==> config.mk <==
export PLATFORM = sky130hd
export DESIGN_NAME = line_editor_with_word_wrap
export DESIGN_NICKNAME = d
export VERILOG_FILES = /design/src/rtl/core/led_pkg.sv /design/src/rtl/core/line_editor_with_word_wrap.sv /design/src/rtl/core/led_front.sv /design/src/rtl/core/led_queue.sv /design/src/rtl/core/led_back.sv
export SDC_FILE = /design/constraint.sdc
export NUM_CORES = 1
export LEC_CHECK = 0
export BUFFER_PORTS_ARGS = -buffer_cell sky130_fd_sc_hd__buf_2
export CAP_MARGIN = 20
export CORE_MARGIN = 2
export CORE_UTILIZATION = 35
export DETAILED_ROUTE_END_ITERATION = 16
export GPL_ROUTABILITY_DRIVEN = 0
export PLACE_DENSITY = 0.54
export SYNTH_ARGS = -nofsm -noshare
export SYNTH_HDL_FRONTEND = slang
export SYNTH_SLANG_ARGS = --single-unit
==> constraint.sdc <==
create_clock -name clk -period 7.3 [get_ports clk]
set_input_delay 0.365 -clock clk [delete_from_list [all_inputs] [get_ports clk]]
set_output_delay 0.365 -clock clk [all_outputs]
set_load 0.005 [all_outputs]
==> src/rtl/core/led_pkg.sv <==
// Shared types and constants of the line editor.
package led_pkg;

	localparam logic [7:0] KEY_EOF    = 8'd4;
	localparam logic [7:0] KEY_NL     = 8'd10;
	localparam logic [7:0] KEY_KILL   = 8'd21;
	localparam logic [7:0] KEY_WERASE = 8'd23;
	localparam logic [7:0] KEY_BS     = 8'd127;
	localparam logic [7:0] KEY_PR_LO  = 8'd32;
	localparam logic [7:0] KEY_PR_HI  = 8'd126;

	localparam logic [6:0] CHAR_SPACE  = 7'h20;
	localparam logic [6:0] WIDTH_RESET = 7'd40;

	localparam int RESULT_CAP = 64;
	localparam int WORD_MAX   = RESULT_CAP - 3;
	localparam int ERASE_MAX  = 127;

	typedef enum logic [1:0] {
		ACT_ECHO    = 2'd0,
		ACT_ERASE   = 2'd1,
		ACT_BELL    = 2'd2,
		ACT_NEWLINE = 2'd3
	} action_t;

	typedef enum logic [2:0] {
		OP_EOF    = 3'd0,
		OP_BS     = 3'd1,
		OP_KILL   = 3'd2,
		OP_WERASE = 3'd3,
		OP_NL     = 3'd4,
		OP_PRINT  = 3'd5,
		OP_OTHER  = 3'd6
	} op_t;

	typedef struct packed {
		op_t        op;
		logic [6:0] ch;
	} entry_t;

endpackage

==> src/rtl/core/line_editor_with_word_wrap.sv <==
// A key transfer is registered in the front end, passes the two-entry queue, is popped
// in S_IDLE and executed in S_EXEC; each result is registered and held while out_stall
// is high. Single-result keys pass S_IDLE and S_EXEC; word erase and a wrap add a backward
// scan of one character per cycle, and a wrap then gives one result per cycle while
// out_stall is low (moved word length + 3 results). Reset: line length cleared, width 40, queue empty; store kept.
// Top level of the line editor with word wrap.
module line_editor_with_word_wrap #(
	parameter int MAX_LINE = 64
) (
	input  logic       clk,
	input  logic       arst_n,
	input  logic       cfg_wen,
	input  logic [6:0] cfg_wdata,
	input  logic       in_valid,
	output logic       in_stall,
	input  logic [7:0] key,
	output logic       out_valid,
	input  logic       out_stall,
	output logic [1:0] action,
	output logic [6:0] echo_char,
	output logic [6:0] erase_count,
	output logic       session_end,
	output logic       last
);

	logic            push;
	led_pkg::entry_t push_data;
	logic            q_full;
	logic            pop;
	logic            q_valid;
	led_pkg::entry_t q_data;

	led_front u_front (
		.clk       (clk),
		.arst_n    (arst_n),
		.in_valid  (in_valid),
		.in_stall  (in_stall),
		.key       (key),
		.push      (push),
		.push_data (push_data),
		.q_full    (q_full)
	);

	led_queue u_queue (
		.clk       (clk),
		.arst_n    (arst_n),
		.push      (push),
		.push_data (push_data),
		.full      (q_full),
		.pop       (pop),
		.q_valid   (q_valid),
		.q_data    (q_data)
	);

	led_back #(
		.MAX_LINE (MAX_LINE)
	) u_back (
		.clk         (clk),
		.arst_n      (arst_n),
		.cfg_wen     (cfg_wen),
		.cfg_wdata   (cfg_wdata),
		.q_valid     (q_valid),
		.q_data      (q_data),
		.pop         (pop),
		.out_valid   (out_valid),
		.out_stall   (out_stall),
		.action      (action),
		.echo_char   (echo_char),
		.erase_count (erase_count),
		.session_end (session_end),
		.last        (last)
	);

endmodule

==> src/rtl/core/led_front.sv <==
// Front end: takes key transfers, classifies them and pushes them to the queue.
module led_front (
	input  logic             clk,
	input  logic             arst_n,
	input  logic             in_valid,
	output logic             in_stall,
	input  logic [7:0]       key,
	output logic             push,
	output led_pkg::entry_t  push_data,
	input  logic             q_full
);

	logic            valid_s1;
	led_pkg::entry_t entry_s1;
	led_pkg::entry_t cls;
	logic            accept;

	always_comb begin
		cls.ch = key[6:0];
		if (key == led_pkg::KEY_EOF) begin
			cls.op = led_pkg::OP_EOF;
		end else if (key == led_pkg::KEY_BS) begin
			cls.op = led_pkg::OP_BS;
		end else if (key == led_pkg::KEY_KILL) begin
			cls.op = led_pkg::OP_KILL;
		end else if (key == led_pkg::KEY_WERASE) begin
			cls.op = led_pkg::OP_WERASE;
		end else if (key == led_pkg::KEY_NL) begin
			cls.op = led_pkg::OP_NL;
		end else if (key >= led_pkg::KEY_PR_LO && key <= led_pkg::KEY_PR_HI) begin
			cls.op = led_pkg::OP_PRINT;
		end else begin
			cls.op = led_pkg::OP_OTHER;
		end
	end

	assign push      = valid_s1 && !q_full;
	assign in_stall  = valid_s1 && q_full;
	assign accept    = in_valid && !in_stall;
	assign push_data = entry_s1;

	always_ff @(posedge clk or negedge arst_n) begin
		if (!arst_n) begin
			valid_s1 <= 1'b0;
		end else if (accept) begin
			valid_s1 <= 1'b1;
		end else if (push) begin
			valid_s1 <= 1'b0;
		end
	end

	always_ff @(posedge clk) begin
		if (accept) begin
			entry_s1 <= cls;
		end
	end

endmodule

==> src/rtl/core/led_queue.sv <==
// Two-entry queue between the front end and the back end.
module led_queue (
	input  logic             clk,
	input  logic             arst_n,
	input  logic             push,
	input  led_pkg::entry_t  push_data,
	output logic             full,
	input  logic             pop,
	output logic             q_valid,
	output led_pkg::entry_t  q_data
);

	led_pkg::entry_t mem_q [2];
	logic            wptr_q;
	logic            rptr_q;
	logic [1:0]      count_q;

	assign full    = (count_q == 2'd2);
	assign q_valid = (count_q != 2'd0);
	assign q_data  = mem_q[rptr_q];

	always_ff @(posedge clk or negedge arst_n) begin
		if (!arst_n) begin
			wptr_q  <= 1'b0;
			rptr_q  <= 1'b0;
			count_q <= 2'd0;
		end else begin
			if (push) begin
				wptr_q <= ~wptr_q;
			end
			if (pop) begin
				rptr_q <= ~rptr_q;
			end
			if (push && !pop) begin
				count_q <= count_q + 2'd1;
			end else if (pop && !push) begin
				count_q <= count_q - 2'd1;
			end
		end
	end

	always_ff @(posedge clk) begin
		if (push) begin
			mem_q[wptr_q] <= push_data;
		end
	end

endmodule

==> src/rtl/core/led_back.sv <==
// Back end: line store, edit sequencer and result register.
module led_back #(
	parameter int MAX_LINE = 64
) (
	input  logic             clk,
	input  logic             arst_n,
	input  logic             cfg_wen,
	input  logic [6:0]       cfg_wdata,
	input  logic             q_valid,
	input  led_pkg::entry_t  q_data,
	output logic             pop,
	output logic             out_valid,
	input  logic             out_stall,
	output logic [1:0]       action,
	output logic [6:0]       echo_char,
	output logic [6:0]       erase_count,
	output logic             session_end,
	output logic             last
);

	localparam int AW = $clog2(MAX_LINE);
	localparam int LW = $clog2(MAX_LINE + 1);
	localparam int CW = (LW > 7) ? LW : 7;

	typedef enum logic [10:0] {
		S_IDLE     = 11'b00000000001,
		S_EXEC     = 11'b00000000010,
		S_PREP     = 11'b00000000100,
		S_SCAN     = 11'b00000001000,
		S_DECIDE   = 11'b00000010000,
		S_NS_NL    = 11'b00000100000,
		S_NS_BELL  = 11'b00001000000,
		S_NS_KEY   = 11'b00010000000,
		S_WR_ERASE = 11'b00100000000,
		S_WR_NL    = 11'b01000000000,
		S_COPY     = 11'b10000000000
	} state_t;

	// word copy ends by appending the key in S_NS_KEY
	state_t state_q, state_d;
	logic   append_q, append_d;

	led_pkg::op_t op_q;
	logic [6:0]   k_q;
	logic [6:0]   width_q;
	logic [LW-1:0] len_q, len_d;
	logic [LW-1:0] p_q, p_d;
	logic [LW-1:0] e_q, e_d;
	logic [LW-1:0] s_q, s_d;
	logic [LW-1:0] i_q, i_d;
	logic          phase_q, phase_d;

	logic [6:0]    store [MAX_LINE];
	logic [6:0]    rdata_q;
	logic [LW-1:0] raddr_l;
	logic          we;
	logic [AW-1:0] waddr;
	logic [6:0]    wdata;

	logic             ovalid_q;
	led_pkg::action_t oact_q;
	logic [6:0]       och_q;
	logic [6:0]       ocnt_q;
	logic             oend_q;
	logic             olast_q;

	logic             can_emit;
	logic             emit;
	led_pkg::action_t e_act;
	logic [6:0]       e_ch;
	logic [6:0]       e_cnt;
	logic             e_end;
	logic             e_last;

	logic [CW-1:0] effw;
	logic          full;
	logic [LW-1:0] wl;
	logic          no_space;
	logic          too_long;
	logic          is_sp;

	function automatic logic [6:0] sat_cnt(input logic [LW-1:0] v);
		logic [CW-1:0] x;
		x = CW'(v);
		sat_cnt = (x > CW'(led_pkg::ERASE_MAX)) ? 7'(led_pkg::ERASE_MAX) : x[6:0];
	endfunction

	always_comb begin
		effw = CW'(width_q);
		if (width_q == 7'd0) begin
			effw = CW'(1);
		end else if (CW'(width_q) > CW'(MAX_LINE)) begin
			effw = CW'(MAX_LINE);
		end
	end

	assign full     = (CW'(len_q) >= effw);
	assign wl       = e_q - s_q;
	assign no_space = (e_q == len_q) && (s_q == '0);
	assign too_long = (CW'(wl) > CW'(led_pkg::WORD_MAX));
	assign is_sp    = (rdata_q == led_pkg::CHAR_SPACE);
	assign can_emit = !ovalid_q || !out_stall;

	always_comb begin
		state_d  = state_q;
		append_d = append_q;
		len_d    = len_q;
		p_d      = p_q;
		e_d      = e_q;
		s_d      = s_q;
		i_d      = i_q;
		phase_d  = phase_q;
		pop      = 1'b0;
		emit     = 1'b0;
		e_act    = led_pkg::ACT_ECHO;
		e_ch     = 7'd0;
		e_cnt    = 7'd0;
		e_end    = 1'b0;
		e_last   = 1'b0;
		we       = 1'b0;
		waddr    = '0;
		wdata    = k_q;
		raddr_l  = s_q;
		unique case (state_q)
			S_IDLE: begin
				append_d = 1'b0;
				if (q_valid) begin
					pop     = 1'b1;
					state_d = S_EXEC;
				end
			end
			S_EXEC: begin
				unique case (op_q)
					led_pkg::OP_EOF: begin
						if (can_emit) begin
							emit    = 1'b1;
							e_last  = 1'b1;
							e_act   = (len_q == '0) ? led_pkg::ACT_NEWLINE : led_pkg::ACT_BELL;
							e_end   = (len_q == '0);
							state_d = S_IDLE;
						end
					end
					led_pkg::OP_BS: begin
						if (can_emit) begin
							emit    = 1'b1;
							e_last  = 1'b1;
							state_d = S_IDLE;
							if (len_q == '0) begin
								e_act = led_pkg::ACT_BELL;
							end else begin
								e_act = led_pkg::ACT_ERASE;
								e_cnt = 7'd1;
								len_d = len_q - LW'(1);
							end
						end
					end
					led_pkg::OP_KILL: begin
						if (len_q == '0) begin
							state_d = S_IDLE;
						end else if (can_emit) begin
							emit    = 1'b1;
							e_last  = 1'b1;
							e_act   = led_pkg::ACT_ERASE;
							e_cnt   = sat_cnt(len_q);
							len_d   = '0;
							state_d = S_IDLE;
						end
					end
					led_pkg::OP_WERASE: begin
						state_d = S_PREP;
					end
					led_pkg::OP_NL: begin
						if (can_emit) begin
							emit    = 1'b1;
							e_last  = 1'b1;
							e_act   = led_pkg::ACT_NEWLINE;
							len_d   = '0;
							state_d = S_IDLE;
						end
					end
					led_pkg::OP_PRINT: begin
						if (full) begin
							state_d = S_PREP;
						end else if (can_emit) begin
							emit    = 1'b1;
							e_last  = 1'b1;
							e_act   = led_pkg::ACT_ECHO;
							e_ch    = k_q;
							we      = 1'b1;
							waddr   = len_q[AW-1:0];
							len_d   = len_q + LW'(1);
							state_d = S_IDLE;
						end
					end
					default: begin
						if (can_emit) begin
							emit    = 1'b1;
							e_last  = 1'b1;
							e_act   = led_pkg::ACT_BELL;
							state_d = S_IDLE;
						end
					end
				endcase
			end
			S_PREP: begin
				raddr_l = len_q - LW'(1);
				p_d     = len_q;
				phase_d = 1'b0;
				state_d = S_SCAN;
			end
			S_SCAN: begin
				// rdata_q holds store[p_q - 1]; next entry is fetched ahead
				raddr_l = p_q - LW'(2);
				if (!phase_q) begin
					if (p_q == '0) begin
						e_d     = '0;
						s_d     = '0;
						state_d = S_DECIDE;
					end else if (is_sp) begin
						p_d = p_q - LW'(1);
					end else begin
						e_d     = p_q;
						p_d     = p_q - LW'(1);
						phase_d = 1'b1;
					end
				end else begin
					if (p_q == '0) begin
						s_d     = '0;
						state_d = S_DECIDE;
					end else if (!is_sp) begin
						p_d = p_q - LW'(1);
					end else begin
						s_d     = p_q;
						state_d = S_DECIDE;
					end
				end
			end
			S_DECIDE: begin
				if (op_q == led_pkg::OP_WERASE) begin
					if (len_q == s_q) begin
						state_d = S_IDLE;
					end else if (can_emit) begin
						emit    = 1'b1;
						e_last  = 1'b1;
						e_act   = led_pkg::ACT_ERASE;
						e_cnt   = sat_cnt(len_q - s_q);
						len_d   = s_q;
						state_d = S_IDLE;
					end
				end else if (no_space || too_long) begin
					state_d = S_NS_NL;
				end else begin
					state_d = S_WR_ERASE;
				end
			end
			S_NS_NL: begin
				if (can_emit) begin
					emit    = 1'b1;
					e_act   = led_pkg::ACT_NEWLINE;
					state_d = S_NS_BELL;
				end
			end
			S_NS_BELL: begin
				if (can_emit) begin
					emit    = 1'b1;
					e_act   = led_pkg::ACT_BELL;
					state_d = S_NS_KEY;
				end
			end
			S_NS_KEY: begin
				if (can_emit) begin
					emit    = 1'b1;
					e_last  = 1'b1;
					e_act   = led_pkg::ACT_ECHO;
					e_ch    = k_q;
					we      = 1'b1;
					if (append_q) begin
						waddr = wl[AW-1:0];
						len_d = wl + LW'(1);
					end else begin
						waddr = '0;
						len_d = LW'(1);
					end
					state_d = S_IDLE;
				end
			end
			S_WR_ERASE: begin
				if (can_emit) begin
					emit    = 1'b1;
					e_act   = led_pkg::ACT_ERASE;
					e_cnt   = sat_cnt(len_q - s_q);
					state_d = S_WR_NL;
				end
			end
			S_WR_NL: begin
				raddr_l = s_q;
				if (can_emit) begin
					emit     = 1'b1;
					e_act    = led_pkg::ACT_NEWLINE;
					i_d      = '0;
					append_d = 1'b1;
					state_d  = (wl == '0) ? S_NS_KEY : S_COPY;
				end
			end
			S_COPY: begin
				raddr_l = s_q + i_q + LW'(can_emit);
				if (can_emit) begin
					emit  = 1'b1;
					e_act = led_pkg::ACT_ECHO;
					e_ch  = rdata_q;
					we    = 1'b1;
					waddr = i_q[AW-1:0];
					wdata = rdata_q;
					i_d   = i_q + LW'(1);
					if (i_q + LW'(1) == wl) begin
						state_d = S_NS_KEY;
					end
				end
			end
			default: begin
				state_d = S_IDLE;
			end
		endcase
	end

	always_ff @(posedge clk or negedge arst_n) begin
		if (!arst_n) begin
			state_q  <= S_IDLE;
			append_q <= 1'b0;
			len_q    <= '0;
			width_q  <= led_pkg::WIDTH_RESET;
			ovalid_q <= 1'b0;
		end else begin
			state_q  <= state_d;
			append_q <= append_d;
			len_q    <= len_d;
			if (cfg_wen) begin
				width_q <= cfg_wdata;
			end
			if (emit) begin
				ovalid_q <= 1'b1;
			end else if (!out_stall) begin
				ovalid_q <= 1'b0;
			end
		end
	end

	always_ff @(posedge clk) begin
		p_q     <= p_d;
		e_q     <= e_d;
		s_q     <= s_d;
		i_q     <= i_d;
		phase_q <= phase_d;
		if (pop) begin
			op_q <= q_data.op;
			k_q  <= q_data.ch;
		end
		if (emit) begin
			oact_q  <= e_act;
			och_q   <= e_ch;
			ocnt_q  <= e_cnt;
			oend_q  <= e_end;
			olast_q <= e_last;
		end
	end

	always_ff @(posedge clk) begin
		if (we) begin
			store[waddr] <= wdata;
		end
		rdata_q <= store[raddr_l[AW-1:0]];
	end

	assign out_valid   = ovalid_q;
	assign action      = oact_q;
	assign echo_char   = och_q;
	assign erase_count = ocnt_q;
	assign session_end = oend_q;
	assign last        = olast_q;

`ifndef SYNTHESIS
	a_emit_room: assert property (@(posedge clk) disable iff (!arst_n)
		emit |-> (!ovalid_q || !out_stall))
		else $error("result emitted over a held result");
	a_pop_idle: assert property (@(posedge clk) disable iff (!arst_n)
		pop |-> (state_q == S_IDLE && q_valid))
		else $error("queue popped outside idle");
	a_last_idle: assert property (@(posedge clk) disable iff (!arst_n)
		(emit && e_last) |=> (state_q == S_IDLE))
		else $error("sequencer busy after final result");
	a_len_bound: assert property (@(posedge clk) disable iff (!arst_n)
		CW'(len_q) <= CW'(MAX_LINE))
		else $error("line length beyond store");
	a_copy_bound: assert property (@(posedge clk) disable iff (!arst_n)
		(state_q == S_COPY) |-> (i_q < wl))
		else $error("word copy past word end");
`endif

endmodule
* Word level (Yosys, flattened, before mapping)
Memory sizes are Yosys's and may differ from the RTL's. A register that Yosys moved wholly into a read port is not among the register bits.
Cells that the tools add are included.
** Storage, ports and cells
- Register bits :: 89
- RAM bits :: 468
- Bits of input ports :: 20
- Output and inout bits :: 20
- Memories :: 2
** Memory list
- u_back.store :: depth 64, bits a word 7, rd ports 1, clocked after Yosys merged registers in 1, write ports 1, RTL line led_back.sv:53 : logic [6:0] store [MAX_LINE];
- u_queue.mem_q :: depth 2, bits a word 10, rd ports 1, clocked after Yosys merged registers in 1, write ports 1, RTL line led_queue.sv:13 : led_pkg::entry_t mem_q [2];
** Operators by class
- Add/sub/neg operators :: 12
- Order comparisons :: 7
- Equal/unequal tests :: 49
- Muxes and demuxes :: 119
- Bitwise operators :: 3
- Reductions and logical operators :: 44
** Operator list (number)
- 7-bit two-way mux :: 38
- 11-bit two-way mux :: 17
- 11-bit case mux with 11 select lines :: 1
- 7-bit case mux with 3 select lines :: 3
- 7-bit case mux with 2 select lines :: 3
- 6-bit two-way mux :: 6
- 6-bit case mux with 3 select lines :: 2
- 7-bit zero test :: 5
- 11-bit case mux with 3 select lines :: 1
- 2-bit two-way mux :: 14
- 7-bit case mux with 4 select lines :: 1
- 1-bit two-way mux :: 24
- 7-bit by 1-bit adder with 7-bit output, second input constant :: 3
- 7-bit equality test :: 3
- 7-bit > comparator, second input constant :: 3
- 2-bit by 1-bit inequality test with 1-bit output, second input constant :: 10
- 2-bit case mux with 5 select lines :: 2
- 8-bit by 5-bit equality test with 1-bit output, second input constant :: 2
- 2-bit nonzero test :: 8
- 3-bit AND reduction :: 5
- 7-bit by 1-bit subtractor with 7-bit output, second input constant :: 2
- 7-bit subtractor :: 2
- 3-bit inequality test, second input constant :: 4
- 11-bit by 1-bit equality test with 1-bit output, second input constant :: 1
- 46 further kinds :: 74

* Logic depth before layout (Yosys ltp)
- Depth in word-level cells :: 9
- Gate-level depth with buffers :: 17
- Mapped depth without buffers :: 13

* Hierarchy
From an unflattened synthesis, not the netlist that was laid out.
** Second synthesis, totals
- Cell total of the unflattened synthesis :: 2023
- Area, all modules :: 25659.6 um^2
** By module, submodules not included
- led_back :: instances 1, cells an instance 1945, area each 24268.3 um^2, seq. area each 15984.1 um^2
- led_queue :: instances 1, cells an instance 47, area each 949.7 um^2, seq. area each 700.7 um^2
- led_front :: instances 1, cells an instance 31, area each 441.7 um^2, seq. area each 325.3 um^2

* Least setup slack after synthesis
OpenSTA, ideal clock, no wires.
- Kind :: input to register
- Start point :: in out_stall
- End point :: reg u_back.rdata_q[3], read port of u_back.store
- Setup time :: 0.134 ns
- Data arrival time :: 3.408 ns
- Required time :: 7.166 ns
- Slack :: 3.757 ns
- Cell stages on the path :: 13
- Path buffers :: 1
- Cell sequence :: and2_1 inv_1 clkbuf_1 fa_1 fa_1 xor2_1 a222oi_1 bufinv_8 a211oi_1 o21ai_1 a31oi_1 and3b_1 or4b_1
** Between the ends
- Longest elaborated chain between the ends :: 4
** Ends and longest elaborated chain
- from (decl) :: RTL line line_editor_with_word_wrap.sv:18 : input logic out_stall,
- 1-bit zero test :: RTL line led_back.sv:102 : assign can_emit = !ovalid_q || !out_stall;
- 1-bit logical OR :: RTL line led_back.sv:102
- 6-bit by 1-bit adder with 6-bit output :: RTL line led_back.sv:306 : raddr_l = s_q + i_q + LW'(can_emit);
- 6-bit case mux with 3 select lines :: RTL line led_back.sv:124 : unique case (state_q)
- to (decl) :: RTL line led_back.sv:54 : logic [6:0] rdata_q;
No other way between the ends.
A chain may end at the register's enable or synchronous reset.

* Final worst setup path
- Start point :: reg u_back.ovalid_q, in the netlist u_back.out_valid
- End point :: reg u_back.rdata_q[1], read port of u_back.store
** Between the ends
- Longest elaborated chain between the ends :: 4
** Ends and longest elaborated chain
- from (decl) :: RTL line led_back.sv:60 : logic ovalid_q;
- from (signal assigned) :: RTL line led_back.sv:332 : ovalid_q <= 1'b0;
- from (signal assigned) :: RTL line led_back.sv:341 : ovalid_q <= 1'b1;
- from (signal assigned) :: RTL line led_back.sv:343 : ovalid_q <= 1'b0;
- 1-bit zero test :: RTL line led_back.sv:102
- 1-bit logical OR :: RTL line led_back.sv:102
- 6-bit by 1-bit adder with 6-bit output :: RTL line led_back.sv:306
- 6-bit case mux with 3 select lines :: RTL line led_back.sv:124
No other way between the ends.

==> impl_results.md <==
* RSZ-0062 raised after global routing: false
* TritonCTS clock tree: yes
* First-pass GRT wire length at 108,100 um
* DRC at 0
* Setup CP Type: reg2reg
* Post-synth net total at 2,221
* Startpoint types: register
* Worst VDD drop at 0.3914 mV
* Io pins at 40
* Register area share after synthesis at 66.05%
* Multi-input gate area at around 8000 um^2
* Synthesized flop and latch total at 574
* Layout Skew at 50.15 ps
* Worst-margin pin slew at ~1100 ps
* Via count of the first global-routing pass at 17,110
* Crit-path max FO at 60
* Post-CTS setup repair buffer count at 0
* Comb power frac at 24.8%
* Synth Cell Area at 25,750 um^2
* Slew Viols, Final at 0
* Placed Instances at approximately 3,100
* Fillers at 6,872
* Synth area leaders: edfxtp_1 62%, nand2_1 7.0%, nand3_1 4.7%
* Net Sw Power at between 3 and 4 mW
* Synth unique cells at 90
* Total clock sinks at 574
* Antenna violations before repair at 0
* Final Cycle Share at between 70 and 80%
* Largest net degree at the start of global routing at 165
* Max-cap violations at 0
* N_diodes at 0
* Number of flops mapped to enable cells by yosys at 535
* Die ar. at 75,760 um^2
* # setup viols final at 0
* Main synth FF type: edfxtp_1
* Root Driver: clkbuf_16
* Pint at 6.768 mW
* Warnings from Yosys at 0
* Clk_lat worst skew at approximately 650 ps
* Final Critical Period at ~5200 ps
* Register area at approximately 17,000 um^2
* Detail Route Antenna Nets at 0
* Starting Density at about a third
* Total gr overflow at 0
* Core area at around 73,000 um^2
* H-tree Lvls at 2
* Die height at 275.3 um
* Setup crit end kind: register
* Part of the power in registers at 44.6%
* Via density per instance at approximately 5.5
* Layout cells sized above 1 at 9.229%
* Clock power share at 30.6%
* Dominant cell type by area after synthesis: edfxtp_1
* Final Hold Viols at 0
* DR iter-0 viols at 1,863
* Number of buffers on the longest clock path at 3
* Setup TNS at 0 ps
* Drt pass-1 iters at 5
* HP Class: in2reg
* Fin cells at 3,191
* Hpwl dp at 46,370 um
* Final hold slack at around 47 ps
* # port buffers at 39
* Crit path required time at 7800 ps
* Rel. slew slack at between 20% and 30%
* Routed len/inst at 22.52 um
* Worst-path clk slew at approximately 60 ps
* NumNets Final at 2,237
* FP Rows at 99
* Synthesis-to-finish area growth at 12.63%
* Dpl ws at about 2000 ps
* Share of the synthesized area in the top cell type at 62.38%
* Leak pwr at 10.19 nW
* CTS buffer count at 60
* Data arrival, critical path at 5700 ps
* Asr flop ratio synth at 5.575%
* Status: finished clean
* Via count at 17,690
* Mapped Cells at about 2,200
* Avg Inst Size Synth at 11.90 um^2
* Post-CTS Resized at 0
* Tot GR Track Use at a little under a fifth
* Die W at 275.3 um
* FMAX at slightly below 0.2 GHz
* Final wirelength at a little over 70,000 um
* Total Power at 10.16 mW
* Switching share of power at 33.40%
* Power per cell area at 350.4 nW/um^2
* Final setup margin at 2102 ps
[per-stage QoR]
step,util [%],cell area [um^2]
global route,39.75,29000
CTS,39.74,29000
global placement,36.76,26820
detailed placement,36.77,26830
finish,39.75,29000
floorplan,-,25750
[metal layers]
layer / part of all wire [%] / track usage (%)
met2: 47 / 30.50
met5: 0 / 0
met4: 3.6 / 7.041
met3: 6.1 / 2.766
met1: 43 / 25.57
[critical path, stage by stage, from the launching register on]
cell and delay [ps]:
dfrtp_1 330, and2_1 530, inv_1 430, fa_1 530
fa_1 450, a21oi_1 400, and2_4 730, buf_4 460
nand3_1 110, a21oi_1 290, a2111oi_0 120, a31oi_1 460
nand4_1 160
[cells by family (layout without fill, tap and decap cells)]
| logic type | Yosys count | after routing | share of synthesized area, % |
|---|---|---|---|
| XOR/XNOR | 60 | 60 | 2.099 |
| AO/OA/AOI/OAI | 248 | 248 | 6.778 |
| flip-flops | 574 | 574 | 66.05 |
| multiplexers | 53 | 53 | 2.186 |
| adder cells (fa/ha/maj) | 37 | 37 | 1.914 |
| AND/OR/NAND/NOR | 1027 | 1027 | 18.18 |
| buffers and inverters | 165 | 233 | 2.789 |
[power groups by stage]
stage          combinational, mW  clock [mW]  sequential, mW
2_1_floorplan               1.64           0            4.43
3_3_place_gp                2.46           0            4.60
3_5_place_dp                2.50           0            4.60
4_1_cts                     2.52        3.17            4.53
5_1_grt                     2.74        3.29            4.56
6_report                    2.52        3.11            4.54
[flip-flops by register name, indices dropped and copies added (netlist names), 2 cells and up]
register	count
u_back.erase_count	7
u_back.width_q	7
u_back.i_q	7
u_back.store	448
u_back.k_q	7
u_back.rdata_q	7
u_back.state_q	11
u_back.e_q	7
u_front.push_data	10
u_back.s_q	7
u_back.op_q	3
u_back.len_q	7
u_back.echo_char	7
u_back.action	2
u_back.p_q	7
u_queue.mem_q	20
u_queue.count_q	2
[synthesized netlist by cell type (all sizes together), types with 10 or more instances]
library cell,n
edfxtp,535
nand2,483
nand3,240
nor2,132
clkbuf,65
buf,61
o21ai,48
a21oi,47
inv,38
and3,33
ha,33
nor3,33
xnor2,32
dfrtp,29
mux2i,27
xor2,27
mux2,26
nand4,25
a31oi,17
nor4,14
and2,13
a211oi,11
a21o,11
a311oi,10
[what timing repair did]
item,in CTS,in global routing
endpoints found under the hold margin,45,0
endpoints found under the setup margin,0,0
hold buffers,17,0
[final timing paths]
path | start | to | slack, ps | depth (start not counted)
worst max register to register | u_back.out_valid$_DFFE_PN0P_ | u_back.rdata_q[1]$_DFF_P_ | 2100 | 12
worst max-delay path | u_back.out_valid$_DFFE_PN0P_ | u_back.rdata_q[1]$_DFF_P_ | 2100 | 12
min in group asynchronous | arst_n | u_back.width_q[2]$_DFFE_PN0P_ | 360 | 2
worst min-delay path | cfg_wen | u_back.width_q[6]$_DFFE_PN0P_ | 50 | 2
max in group asynchronous | arst_n | u_back.state_q[3]$_DFFE_PN0P_ | 6360 | 2
worst min register to register | u_front.push_data[9]$_SDFFCE_PP0P_ | u_queue.mem_q[0][9]$_DFFE_PP_ | 450 | 0
[cells in the final DEF (no fill, tap or decap), drive strengths merged, types with 13 or more instances in the layout]
master / netlist / final
a21oi: 47 / 47
xor2: 27 / 27
and2: 13 / 13
nand4: 25 / 25
and3: 33 / 33
nand3: 240 / 240
clkinv: 0 / 35
o21ai: 48 / 48
buf: 61 / 63
edfxtp: 535 / 535
nor4: 14 / 14
a31oi: 17 / 17
mux2i: 27 / 27
nor3: 33 / 33
inv: 38 / 41
dlygate4sd3: 0 / 17
mux2: 26 / 26
nand2: 483 / 483
dfrtp: 29 / 29
ha: 33 / 33
clkbuf: 65 / 66
xnor2: 32 / 32
nor2: 132 / 132
[final cells by class]
| cell class | instances | area share [%] |
|---|---|---|
| clock buffers | 66 | 5.254 |
| clock inverters | 48 | 1.631 |
| inverters | 39 | 0.5522 |
| multi-input cells | 1425 | 27.85 |
| flip-flops and latches | 574 | 58.65 |
| well taps | 959 | 4.137 |
| repair buffers | 80 | 1.924 |
No activity file was read; power rests on OpenSTA's default activity.
